$ cat src/lsf_pkg.sv
package lsf_pkg;

   localparam int DEF_MAX_POINTS = 256;
   localparam int XY_W           = 16;
   localparam int WORD_W         = 64;
   localparam int FRAC_W         = 16;
   localparam int DVD_W          = WORD_W + FRAC_W;
   localparam int QUOT_W         = 41;
   localparam int STEP_W         = 7;
   localparam int OUT_W          = 32;

   localparam logic [QUOT_W-1:0] QUOT_CAP = {1'b1, {(QUOT_W-1){1'b0}}};

   typedef enum logic {
      MDU_MUL,
      MDU_DIV
   } mdu_op_type;

   typedef struct packed {
      logic              start;
      mdu_op_type        op;
      logic              scale;
      logic [STEP_W-1:0] steps;
      logic [WORD_W-1:0] a;
      logic [WORD_W-1:0] b;
   } mdu_cmd_type;

   typedef struct packed {
      logic              done;
      logic [WORD_W-1:0] prod;
      logic [QUOT_W-1:0] quot;
   } mdu_rsp_type;

   typedef struct packed {
      logic load;
      logic step_xy;
      logic step_sum;
      logic clear;
   } acc_ctl_type;

   typedef struct packed {
      logic start;
      logic take;
   } fit_ctl_type;

   typedef struct packed {
      logic                    done;
      logic                    degenerate;
      logic signed [OUT_W-1:0] start_fit_y;
      logic signed [OUT_W-1:0] end_fit_y;
      logic signed [OUT_W-1:0] slope;
      logic signed [OUT_W-1:0] intercept;
   } fit_res_type;

   typedef enum logic [1:0] {
      ST_IDLE,
      ST_XY,
      ST_SUM,
      ST_FIT
   } top_state_type;

   typedef enum logic [3:0] {
      F_IDLE,
      F_NSXX,
      F_SXSX,
      F_NSXY,
      F_SXSY,
      F_SLOPE,
      F_SLSX,
      F_ICPT,
      F_FIT0,
      F_FIT1,
      F_DONE
   } fit_state_type;

endpackage

$ cat src/lsf_accum.sv
module lsf_accum import lsf_pkg::*; #(
   parameter int  MAX_POINTS = DEF_MAX_POINTS,
   localparam int CNT_W      = $clog2(MAX_POINTS + 1),
   localparam int SX_W       = XY_W + $clog2(MAX_POINTS),
   localparam int SQ_W       = 2 * XY_W + $clog2(MAX_POINTS)
) (
   input  logic                   clock,
   input  logic                   reset,
   input  acc_ctl_type            ctl,
   input  logic signed [XY_W-1:0] x_in,
   input  logic signed [XY_W-1:0] y_in,
   output logic signed [SX_W-1:0] sum_x,
   output logic signed [SX_W-1:0] sum_y,
   output logic signed [SQ_W-1:0] sum_xx,
   output logic signed [SQ_W-1:0] sum_xy,
   output logic [CNT_W-1:0]       count,
   output logic signed [XY_W-1:0] first_x,
   output logic signed [XY_W-1:0] last_x,
   output logic                   dropped,
   output logic                   room
);

   logic signed [SX_W-1:0]   sx_ff, sy_ff;
   logic signed [SQ_W-1:0]   sxx_ff, sxy_ff;
   logic [CNT_W-1:0]         cnt_ff;
   logic signed [XY_W-1:0]   first_x_ff, x_ff, y_ff;
   logic                     dropped_ff;
   logic signed [2*XY_W-1:0] prod_ff, prod_in;
   logic signed [XY_W-1:0]   mul_a, mul_b;

   assign room  = cnt_ff < CNT_W'(MAX_POINTS);
   assign mul_a = ctl.load ? x_in : x_ff;
   assign mul_b = ctl.load ? x_in : y_ff;
   assign prod_in = mul_a * mul_b;

   always_ff @(posedge clock) begin
      if (reset || ctl.clear) begin
         sx_ff      <= '0;
         sy_ff      <= '0;
         sxx_ff     <= '0;
         sxy_ff     <= '0;
         cnt_ff     <= '0;
         first_x_ff <= '0;
         dropped_ff <= 1'b0;
      end else begin
         if (ctl.load) begin
            if (room) begin
               if (cnt_ff == '0) begin
                  first_x_ff <= x_in;
               end
               sx_ff  <= sx_ff + SX_W'(x_in);
               sy_ff  <= sy_ff + SX_W'(y_in);
               cnt_ff <= cnt_ff + CNT_W'(1);
            end else begin
               dropped_ff <= 1'b1;
            end
         end
         if (ctl.step_xy) begin
            sxx_ff <= sxx_ff + SQ_W'(prod_ff);
         end
         if (ctl.step_sum) begin
            sxy_ff <= sxy_ff + SQ_W'(prod_ff);
         end
      end
   end

   always_ff @(posedge clock) begin
      if (ctl.load) begin
         x_ff <= x_in;
         y_ff <= y_in;
      end
      if (ctl.load || ctl.step_xy) begin
         prod_ff <= prod_in;
      end
   end

   assign sum_x   = sx_ff;
   assign sum_y   = sy_ff;
   assign sum_xx  = sxx_ff;
   assign sum_xy  = sxy_ff;
   assign count   = cnt_ff;
   assign first_x = first_x_ff;
   assign last_x  = x_ff;
   assign dropped = dropped_ff;

endmodule

$ cat src/lsf_mdu.sv
module lsf_mdu import lsf_pkg::*; (
   input  logic        clock,
   input  logic        reset,
   input  mdu_cmd_type cmd,
   output mdu_rsp_type rsp
);

   mdu_op_type        op_ff;
   logic [STEP_W-1:0] cnt_ff;
   logic [WORD_W-1:0] acc_ff, dvs_ff;
   logic [DVD_W-1:0]  dvd_ff;
   logic [QUOT_W-1:0] q_ff;
   logic              big_ff, done_ff;

   logic              busy, sub, ge, over, rnd;
   logic [WORD_W:0]   opa, opb;
   logic [WORD_W+1:0] alu;

   assign busy = cnt_ff != '0;

   // one shared add/subtract: shift-add multiply or restoring divide
   always_comb begin
      if (op_ff == MDU_DIV) begin
         opa = {acc_ff, dvd_ff[DVD_W-1]};
         sub = 1'b1;
      end else begin
         opa = {1'b0, acc_ff};
         sub = (cnt_ff == STEP_W'(1));
      end
      opb = {1'b0, dvs_ff};
      alu = sub ? ({1'b0, opa} - {1'b0, opb}) : ({1'b0, opa} + {1'b0, opb});
      ge  = ~alu[WORD_W+1];
   end

   always_ff @(posedge clock) begin
      if (reset) begin
         cnt_ff  <= '0;
         done_ff <= 1'b0;
      end else begin
         done_ff <= busy && (cnt_ff == STEP_W'(1));
         if (cmd.start) begin
            cnt_ff <= cmd.steps;
         end else if (busy) begin
            cnt_ff <= cnt_ff - STEP_W'(1);
         end
      end
   end

   always_ff @(posedge clock) begin
      if (cmd.start) begin
         op_ff  <= cmd.op;
         acc_ff <= '0;
         q_ff   <= '0;
         big_ff <= 1'b0;
         if (cmd.op == MDU_DIV) begin
            dvs_ff <= cmd.b;
            dvd_ff <= cmd.scale ? {cmd.a, {FRAC_W{1'b0}}} : DVD_W'(cmd.a);
         end else begin
            dvs_ff <= cmd.a;
            dvd_ff <= DVD_W'(cmd.b);
         end
      end else if (busy) begin
         if (op_ff == MDU_DIV) begin
            acc_ff <= ge ? alu[WORD_W-1:0] : opa[WORD_W-1:0];
            dvd_ff <= dvd_ff << 1;
            q_ff   <= {q_ff[QUOT_W-2:0], ge};
            big_ff <= big_ff | q_ff[QUOT_W-1];
         end else begin
            if (dvd_ff[0]) begin
               acc_ff <= alu[WORD_W-1:0];
            end
            dvs_ff <= dvs_ff << 1;
            dvd_ff <= dvd_ff >> 1;
         end
      end
   end

   // quotient rounded half away from zero, capped at the magnitude limit
   assign over = big_ff | q_ff[QUOT_W-1];
   assign rnd  = {acc_ff, 1'b0} >= {1'b0, dvs_ff};

   assign rsp.done = done_ff;
   assign rsp.prod = acc_ff;
   assign rsp.quot = over ? QUOT_CAP : (q_ff + QUOT_W'(rnd));

endmodule

$ cat src/lsf_fit.sv
module lsf_fit import lsf_pkg::*; #(
   parameter int  MAX_POINTS = DEF_MAX_POINTS,
   localparam int CNT_W      = $clog2(MAX_POINTS + 1),
   localparam int SX_W       = XY_W + $clog2(MAX_POINTS),
   localparam int SQ_W       = 2 * XY_W + $clog2(MAX_POINTS)
) (
   input  logic                   clock,
   input  logic                   reset,
   input  fit_ctl_type            ctl,
   input  logic signed [SX_W-1:0] sum_x,
   input  logic signed [SX_W-1:0] sum_y,
   input  logic signed [SQ_W-1:0] sum_xx,
   input  logic signed [SQ_W-1:0] sum_xy,
   input  logic [CNT_W-1:0]       count,
   input  logic signed [XY_W-1:0] first_x,
   input  logic signed [XY_W-1:0] last_x,
   output mdu_cmd_type            cmd,
   input  mdu_rsp_type            rsp,
   output fit_res_type            res
);

   localparam int N_STEPS = CNT_W + 1;

   localparam logic signed [WORD_W-1:0] SAT_MAX = 64'sh0000_0000_7FFF_FFFF;
   localparam logic signed [WORD_W-1:0] SAT_MIN = 64'shFFFF_FFFF_8000_0000;

   fit_state_type state_ff, state_in;
   logic          issued_ff, calc;

   logic [WORD_W-1:0]        t_ff, den_ff, num_ff;
   logic signed [OUT_W-1:0]  slope_ff, fit0_ff, fit1_ff;
   logic signed [QUOT_W:0]   icpt_ff;
   logic                     degen_ff;

   function automatic logic [WORD_W-1:0] mag64(logic [WORD_W-1:0] v);
      return v[WORD_W-1] ? (~v + WORD_W'(1)) : v;
   endfunction

   function automatic logic signed [WORD_W-1:0] with_sign(logic neg, logic [QUOT_W-1:0] q);
      logic signed [WORD_W-1:0] w;
      w = WORD_W'(q);
      return neg ? -w : w;
   endfunction

   function automatic logic signed [OUT_W-1:0] sat32(logic signed [WORD_W-1:0] v);
      logic signed [OUT_W-1:0] r;
      if (v > SAT_MAX) begin
         r = SAT_MAX[OUT_W-1:0];
      end else if (v < SAT_MIN) begin
         r = SAT_MIN[OUT_W-1:0];
      end else begin
         r = v[OUT_W-1:0];
      end
      return r;
   endfunction

   // p / 2^16, to nearest, ties away from zero
   function automatic logic signed [WORD_W-1:0] rnd16(logic signed [WORD_W-1:0] p);
      logic signed [WORD_W-1:0] half;
      half = p[WORD_W-1] ? WORD_W'(16'h7FFF) : WORD_W'(16'h8000);
      return (p + half) >>> FRAC_W;
   endfunction

   assign calc = (state_ff != F_IDLE) && (state_ff != F_DONE);

   always_comb begin
      state_in = state_ff;
      unique case (state_ff)
         F_IDLE:  if (ctl.start) state_in = F_NSXX;
         F_NSXX:  if (rsp.done) state_in = F_SXSX;
         F_SXSX:  if (rsp.done) state_in = F_NSXY;
         F_NSXY:  if (rsp.done) state_in = F_SXSY;
         F_SXSY:  if (rsp.done) state_in = (den_ff == '0) ? F_DONE : F_SLOPE;
         F_SLOPE: if (rsp.done) state_in = F_SLSX;
         F_SLSX:  if (rsp.done) state_in = F_ICPT;
         F_ICPT:  if (rsp.done) state_in = F_FIT0;
         F_FIT0:  if (rsp.done) state_in = F_FIT1;
         F_FIT1:  if (rsp.done) state_in = F_DONE;
         F_DONE:  if (ctl.take) state_in = F_IDLE;
         default: state_in = F_IDLE;
      endcase
   end

   always_comb begin
      cmd       = '0;
      cmd.start = calc && !issued_ff;
      cmd.op    = MDU_MUL;
      unique case (state_ff)
         F_NSXX: begin
            cmd.a     = WORD_W'(sum_xx);
            cmd.b     = WORD_W'(count);
            cmd.steps = STEP_W'(N_STEPS);
         end
         F_SXSX: begin
            cmd.a     = WORD_W'(sum_x);
            cmd.b     = WORD_W'(sum_x);
            cmd.steps = STEP_W'(SX_W);
         end
         F_NSXY: begin
            cmd.a     = WORD_W'(sum_xy);
            cmd.b     = WORD_W'(count);
            cmd.steps = STEP_W'(N_STEPS);
         end
         F_SXSY: begin
            cmd.a     = WORD_W'(sum_x);
            cmd.b     = WORD_W'(sum_y);
            cmd.steps = STEP_W'(SX_W);
         end
         F_SLOPE: begin
            cmd.op    = MDU_DIV;
            cmd.scale = 1'b1;
            cmd.a     = mag64(num_ff);
            cmd.b     = den_ff;
            cmd.steps = STEP_W'(DVD_W);
         end
         F_SLSX: begin
            cmd.a     = WORD_W'(slope_ff);
            cmd.b     = WORD_W'(sum_x);
            cmd.steps = STEP_W'(SX_W);
         end
         F_ICPT: begin
            cmd.op    = MDU_DIV;
            cmd.a     = mag64(t_ff);
            cmd.b     = WORD_W'(count) << FRAC_W;
            cmd.steps = STEP_W'(DVD_W);
         end
         F_FIT0: begin
            cmd.a     = WORD_W'(slope_ff);
            cmd.b     = WORD_W'(first_x);
            cmd.steps = STEP_W'(XY_W);
         end
         F_FIT1: begin
            cmd.a     = WORD_W'(slope_ff);
            cmd.b     = WORD_W'(last_x);
            cmd.steps = STEP_W'(XY_W);
         end
         default: begin
            cmd.start = 1'b0;
         end
      endcase
   end

   always_ff @(posedge clock) begin
      if (reset) begin
         state_ff  <= F_IDLE;
         issued_ff <= 1'b0;
      end else begin
         state_ff <= state_in;
         if (rsp.done) begin
            issued_ff <= 1'b0;
         end else if (cmd.start) begin
            issued_ff <= 1'b1;
         end
      end
   end

   always_ff @(posedge clock) begin
      if (rsp.done) begin
         case (state_ff)
            F_NSXX:  t_ff <= rsp.prod;
            F_SXSX:  den_ff <= t_ff - rsp.prod;
            F_NSXY:  t_ff <= rsp.prod;
            F_SXSY: begin
               num_ff   <= t_ff - rsp.prod;
               degen_ff <= (den_ff == '0);
            end
            F_SLOPE: slope_ff <= sat32(with_sign(num_ff[WORD_W-1], rsp.quot));
            F_SLSX:  t_ff <= (WORD_W'(sum_y) << FRAC_W) - rsp.prod;
            F_ICPT:  icpt_ff <= (QUOT_W+1)'(with_sign(t_ff[WORD_W-1], rsp.quot));
            F_FIT0:  fit0_ff <= sat32(rnd16(rsp.prod) + WORD_W'(icpt_ff));
            F_FIT1:  fit1_ff <= sat32(rnd16(rsp.prod) + WORD_W'(icpt_ff));
            default: ;
         endcase
      end
   end

   assign res.done        = (state_ff == F_DONE);
   assign res.degenerate  = degen_ff;
   assign res.start_fit_y = fit0_ff;
   assign res.end_fit_y   = fit1_ff;
   assign res.slope       = slope_ff;
   assign res.intercept   = sat32(WORD_W'(icpt_ff));

endmodule

$ cat src/least_squares_line_fit.sv
// channel | ports                                            | dir | transfer
// req     | req_valid, req_stall, req_x/y_value, last_point  | in  | valid & !stall
// rsp     | rsp_valid, rsp_stall, rsp_start_x ... overflow   | out | valid & !stall
//
// A summed point passes the XY and SUM states (one 16x16 multiplier, x*x
// then x*y); a point past MAX_POINTS skips both. A last point adds the fit,
// run on one bit-serial multiply/divide unit, one bit per cycle.
// Synchronous active-high reset clears sums, count and both sequencers.
// A finished result sits in the output register; new points are accepted
// meanwhile, and the next fit holds its result until rsp_stall lets it go.
module least_squares_line_fit import lsf_pkg::*; #(
   parameter int MAX_POINTS = DEF_MAX_POINTS
) (
   input  logic                    clock,
   input  logic                    reset,
   input  logic                    req_valid,
   output logic                    req_stall,
   input  logic signed [XY_W-1:0]  req_x_value,
   input  logic signed [XY_W-1:0]  req_y_value,
   input  logic                    req_last_point,
   output logic                    rsp_valid,
   input  logic                    rsp_stall,
   output logic signed [XY_W-1:0]  rsp_start_x,
   output logic signed [OUT_W-1:0] rsp_start_fit_y,
   output logic signed [XY_W-1:0]  rsp_end_x,
   output logic signed [OUT_W-1:0] rsp_end_fit_y,
   output logic signed [OUT_W-1:0] rsp_slope,
   output logic signed [OUT_W-1:0] rsp_intercept,
   output logic                    rsp_degenerate,
   output logic                    rsp_overflow
);

   localparam int CNT_W = $clog2(MAX_POINTS + 1);
   localparam int SX_W  = XY_W + $clog2(MAX_POINTS);
   localparam int SQ_W  = 2 * XY_W + $clog2(MAX_POINTS);

   top_state_type state_ff, state_in;
   logic          last_ff;
   logic          accept, out_free, unload, stall;

   acc_ctl_type acc_ctl;
   fit_ctl_type fit_ctl;
   fit_res_type fit_res;
   mdu_cmd_type mdu_cmd;
   mdu_rsp_type mdu_rsp;

   logic signed [SX_W-1:0] sum_x, sum_y;
   logic signed [SQ_W-1:0] sum_xx, sum_xy;
   logic [CNT_W-1:0]       count;
   logic signed [XY_W-1:0] first_x, last_x;
   logic                   dropped, room;

   logic                    rsp_valid_ff;
   logic signed [XY_W-1:0]  start_x_ff, end_x_ff;
   logic signed [OUT_W-1:0] start_fit_y_ff, end_fit_y_ff, slope_ff, intercept_ff;
   logic                    degenerate_ff, overflow_ff;

   lsf_accum #(.MAX_POINTS(MAX_POINTS)) u_accum (
      .clock   (clock),
      .reset   (reset),
      .ctl     (acc_ctl),
      .x_in    (req_x_value),
      .y_in    (req_y_value),
      .sum_x   (sum_x),
      .sum_y   (sum_y),
      .sum_xx  (sum_xx),
      .sum_xy  (sum_xy),
      .count   (count),
      .first_x (first_x),
      .last_x  (last_x),
      .dropped (dropped),
      .room    (room)
   );

   lsf_fit #(.MAX_POINTS(MAX_POINTS)) u_fit (
      .clock   (clock),
      .reset   (reset),
      .ctl     (fit_ctl),
      .sum_x   (sum_x),
      .sum_y   (sum_y),
      .sum_xx  (sum_xx),
      .sum_xy  (sum_xy),
      .count   (count),
      .first_x (first_x),
      .last_x  (last_x),
      .cmd     (mdu_cmd),
      .rsp     (mdu_rsp),
      .res     (fit_res)
   );

   lsf_mdu u_mdu (
      .clock (clock),
      .reset (reset),
      .cmd   (mdu_cmd),
      .rsp   (mdu_rsp)
   );

   assign out_free = !rsp_valid_ff || !rsp_stall;
   assign accept   = req_valid && !stall;

   always_comb begin
      state_in = state_ff;
      unique case (state_ff)
         ST_IDLE: begin
            if (accept) begin
               if (room) begin
                  state_in = ST_XY;
               end else if (req_last_point) begin
                  state_in = ST_FIT;
               end
            end
         end
         ST_XY:  state_in = ST_SUM;
         ST_SUM: state_in = last_ff ? ST_FIT : ST_IDLE;
         ST_FIT: if (fit_res.done && out_free) state_in = ST_IDLE;
         default: state_in = ST_IDLE;
      endcase
   end

   always_comb begin
      stall            = (state_ff != ST_IDLE);
      unload           = (state_ff == ST_FIT) && fit_res.done && out_free;
      acc_ctl.load     = req_valid && (state_ff == ST_IDLE);
      acc_ctl.step_xy  = (state_ff == ST_XY);
      acc_ctl.step_sum = (state_ff == ST_SUM);
      acc_ctl.clear    = unload;
      fit_ctl.start    = (state_ff == ST_FIT);
      fit_ctl.take     = unload;
   end

   always_ff @(posedge clock) begin
      if (reset) begin
         state_ff     <= ST_IDLE;
         rsp_valid_ff <= 1'b0;
      end else begin
         state_ff <= state_in;
         if (unload) begin
            rsp_valid_ff <= 1'b1;
         end else if (!rsp_stall) begin
            rsp_valid_ff <= 1'b0;
         end
      end
   end

   always_ff @(posedge clock) begin
      if (accept) begin
         last_ff <= req_last_point;
      end
      if (unload) begin
         degenerate_ff <= fit_res.degenerate;
         overflow_ff   <= dropped;
         if (fit_res.degenerate) begin
            start_x_ff     <= '0;
            end_x_ff       <= '0;
            start_fit_y_ff <= '0;
            end_fit_y_ff   <= '0;
            slope_ff       <= '0;
            intercept_ff   <= '0;
         end else begin
            start_x_ff     <= first_x;
            end_x_ff       <= last_x;
            start_fit_y_ff <= fit_res.start_fit_y;
            end_fit_y_ff   <= fit_res.end_fit_y;
            slope_ff       <= fit_res.slope;
            intercept_ff   <= fit_res.intercept;
         end
      end
   end

   assign req_stall       = stall;
   assign rsp_valid       = rsp_valid_ff;
   assign rsp_start_x     = start_x_ff;
   assign rsp_start_fit_y = start_fit_y_ff;
   assign rsp_end_x       = end_x_ff;
   assign rsp_end_fit_y   = end_fit_y_ff;
   assign rsp_slope       = slope_ff;
   assign rsp_intercept   = intercept_ff;
   assign rsp_degenerate  = degenerate_ff;
   assign rsp_overflow    = overflow_ff;

endmodule
$ cat config.mk
export PLATFORM = sky130hd
export DESIGN_NAME = least_squares_line_fit
export DESIGN_NICKNAME = d
export VERILOG_FILES = /design/src/lsf_pkg.sv /design/src/lsf_accum.sv /design/src/lsf_mdu.sv /design/src/lsf_fit.sv /design/src/least_squares_line_fit.sv
export SDC_FILE = /design/constraint.sdc
export NUM_CORES = 2
export LEC_CHECK = 0
export BUFFER_PORTS_ARGS = -buffer_cell sky130_fd_sc_hd__buf_2
export CAP_MARGIN = 10
export CORE_MARGIN = 2
export CORE_UTILIZATION = 35
export CTS_CLUSTER_DIAMETER = 40
export DETAILED_ROUTE_END_ITERATION = 10
export PLACE_DENSITY = 0.61
export SKIP_LAST_GASP = 1
export SLEW_MARGIN = 20
export SYNTH_ARGS = -nofsm -noshare
export SYNTH_HDL_FRONTEND = slang
export SYNTH_SLANG_ARGS = --single-unit
$ cat constraint.sdc
create_clock -name clock -period 10.41 [get_ports clock]
set_input_delay 0.5205 -clock clock [delete_from_list [all_inputs] [get_ports clock]]
set_output_delay 0.5205 -clock clock [all_outputs]
set_load 0.02 [all_outputs]
==> impl_metrics.yaml <==
global_routing:
  grt_overflow: 0
  antenna_found_initial: 26
  grt_pass1_wl_um: 423400
  grt.total_usage: 0.2472
  grt_pass1_vias: 64463
  grt_max_degree: 162
floorplanning:
  dieWidth_um: 475.5
  rows: 173
  start_util: 0.3510
  die_area_um2: 226100
  io_pins: 201
  fp.dieH_um: 475.5
  core_area_um2: 221700
sta:
  grt_setup_unrepaired: "false"
  tightest_slew_ns: 1.342
  slew_headroom: 0.1052
  period_share: 0.8530
  slew_viol_final: 0
  fin_setup_tns_ns: 0
  fmax_mhz: 112.6
  skew_ns: 0.09402
  period_needed_ns: 8.880
  setup_viol: 0
  timing.final.ws_setup_ns: 1.530
  finalHoldViolations: 0
critical_path:
  rrSetupSlack_ns: 1.53
  critPathMaxStageDelay_ns: 0.59
  worstSetupEndpointType: "register"
  cp_num_buf_inv: 6
  critical_path.startpoint_type: "register"
  cpMostUsedCell: "fa_1"
  slowest_stage: "a2111oi_0"
  critPathRequiredTime_ns: 11.00
  cp_top_family: "adder cells"
  critPathMaxFanout: 20
  critPathKind: "register to register"
  crit_arrival_ns: 9.47
power:
  peakVddDrop_v: 0.0007300
  power_density_nw_per_um2: 419.0
  p_leak_nw: 35.52
drt:
  wl_per_cell_um: 24.06
  vias: 68242
  drtPass1Iterations: 7
  routed_wl_um: 287600
  drtIter0Drc: 7508
  avgViaCountPerCell: 5.709
  remaining_drc_errors: 0
  ant_nets: 0
clock_tree:
  ctsResizeCount: 0
  clockRootBuffer: "clkbuf_16"
  cts_htree_levels: 4
  cts_buffers: 183
  insertion_delay_ns: 0.85
  cts.clk_slew.worst_paths_ns: 0.05
  cts.path.max_buffers: 3
  cts_tree: "built"
  clock-sinks: 979
synthesis:
  synth_top_area_frac: 0.2652
  synth_edf_count: 687
  synth-seq-cells: 979
  synth.net_count: 9583
  dominantRegCellSynth: "edfxtp_1"
  seq_area_frac_synth: 0.3403
  syn_inst: 8760
  syn_area_per_cell_um2: 8.881
  yosys-top-cells-area: "edfxtp_1, ha_1, dfxtp_1, fa_1, nand2_1"
  async_flop_share: 0
  yosysTopAreaCell: "edfxtp_1"
  synth_cell_type_count: 104
  ys.warnings.count: 0
  syn_area_um2: 77800
hold_path:
  min_path_type: "input pin to register"
placement:
  place_ws_ns: 1.484
  hpwl_um: 224800
  portBuffers: 200
  dpl_cell_area_um2: 81830
  gp_congestion: 0.9950
cells_and_area:
  design_area_um2: 88440
  drive_gt1_frac: 0.08660
  area_delta_synth_final_pct: 13.68
  nets: 9637
job:
  cap_violations: 0
status:
  status: "finished, final reports clean"
## repair_timing
item	in CTS	in global routing
buffers inserted	0	0
hold buffers	18	0
endpoints found under the hold margin	18	0
## stage by stage
step / total power, mW / std cells / hold slack, ns / util
global placement: 30.46 / 11582 / 0.4438 / 0.3691
CTS: 36.98 / 11945 / 0.003280 / 0.3986
finish: 37.06 / 11954 / 0.04620 / 0.3990
detailed placement: 30.69 / 11584 / 0.4417 / 0.3692
floorplan: 24.77 / 8760 / 0.4090 / -
global route: 40.29 / 11949 / 0.02169 / 0.3990
## power by group
| part | internal (mW) | leakage [nW] | switching [mW] | total (mW) |
|---|---|---|---|---|
| registers | 6.01 | 8.78 | 0.978 | 6.99 |
| clock network | 3.69 | 3.07 | 2.41 | 6.10 |
| logic | 9.75 | 23.7 | 14.2 | 24.0 |
## worst reg2reg max path: cells and delay by family, from the launching register on
family	cells	cell delay, ns
adder cells (fa/ha/maj)	7	3.13
AO/OA/AOI/OAI	10	2.52
AND/OR/NAND/NOR	6	1.48
buffers and inverters	6	0.95
flip-flops	1	0.40
XOR/XNOR	1	0.13
## logic make-up (layout without fill, tap and decap cells)
family / Yosys count / in the layout / share of synthesized area
AOI/OAI and AO/OA: 2344 / 2344 / 0.1919
xor gates and xnor gates: 634 / 634 / 0.07138
and+or+nand+nor: 2857 / 2857 / 0.1747
other: 0 / 7 / 0
DFF: 979 / 979 / 0.3403
muxes: 151 / 151 / 0.01959
buffers and inverters: 1009 / 1221 / 0.04966
adders and majority gates: 786 / 786 / 0.1525
## cell usage in the layout (no fill, tap or decap), types with 35 or more instances in the layout
cell type	instances
nand2_1	1066
a21oi_1	704
edfxtp_1	687
nor2_1	590
inv_1	533
ha_1	516
o21ai_0	505
xnor2_1	450
dfxtp_1	291
fa_1	270
nand3_1	223
a21o_1	204
buf_2	201
nor2b_1	194
xor2_1	184
clkbuf_16	183
mux2i_1	141
nor3_1	136
nand4_1	128
a211oi_1	111
buf_4	109
o211ai_1	104
a31oi_1	85
nand2b_1	83
o21a_1	80
o31ai_1	76
and3_1	72
nor4_1	67
or3_1	52
o21bai_1	48
and2_1	43
a311oi_1	41
inv_6	39
or4_1	35
## flip-flops by register name, summed over array words and instances, names as in the netlist, 32 cells and up
| signal | count |
|---|---|
| u_mdu.acc_ff | 64 |
| u_accum.sum_xx | 40 |
| rsp_end_fit_y | 32 |
| u_fit.icpt_ff | 42 |
| u_fit.num_ff | 64 |
| u_mdu.q_ff | 41 |
| u_mdu.dvs_ff | 64 |
| rsp_start_fit_y | 32 |
| u_fit.t_ff | 64 |
| u_fit.fit0_ff | 32 |
| rsp_slope | 32 |
| u_fit.den_ff | 64 |
| u_accum.sum_xy | 40 |
| u_fit.slope_ff | 32 |
| rsp_intercept | 32 |
| u_accum.prod_ff | 32 |
| u_mdu.dvd_ff | 80 |
| u_fit.fit1_ff | 32 |
## cells in the mapped netlist (22+ instances only)
cell type and count:
nand2_1 1070, a21oi_1 707, edfxtp_1 687, nor2_1 596, inv_1 535, ha_1 516, o21ai_0 508, xnor2_1 450
clkbuf_1 397, dfxtp_1 292, fa_1 270, nand3_1 224, a21o_1 204, nor2b_1 197, xor2_1 184, mux2i_1 141
nor3_1 139, nand4_1 128, a211oi_1 111, o211ai_1 104, nand2b_1 88, a31oi_1 87, o21a_1 81, o31ai_1 77
and3_1 76, nor4_1 70, or3_1 52, o21bai_1 48, and2_1 44, a311oi_1 42, or4_1 35, buf_1 33
a22oi_1 30, o41ai_1 30, a211o_1 29, or2_2 29, buf_2 24, a222oi_1 23, nand3b_1 22
## worst paths after layout
| check | start | to | depth (start not counted) |
|---|---|---|---|
| hold / removal | rsp_stall | rsp_valid | 3 |
| setup reg to reg | state_ff[1] | u_accum.prod_ff[30] | 30 |
| hold reg to reg | u_accum.dropped | rsp_overflow | 0 |
| setup / recovery | state_ff[1] | u_accum.prod_ff[30] | 30 |
## metal layers
| layer | part of all wire | GRT usage | vias to the layer above | wire, µm |
|---|---|---|---|---|
| met1 | 0.45 | 0.3517 | 33174 | 129500 |
| met5 | 0.00050 | 0 | - | 144 |
| met3 | 0.083 | 0.05040 | 488 | 23850 |
| met2 | 0.42 | 0.3642 | 2795 | 122200 |
| met4 | 0.042 | 0.09936 | 22 | 12010 |
| li1 | - | - | 31763 | - |
## final cells by class
cell class | instances | area (µm²)
well taps | 2975 | 3722
repair buffers | 333 | 2112
flip-flops and latches | 979 | 26480
fillers | 22089 | 133200
inverters | 545 | 2056
multi-input cells | 6772 | 47720
clock inverters | 149 | 1679
clock buffers | 194 | 4661
diodes | 7 | 17.52
No activity file was read; power rests on OpenSTA's default activity.
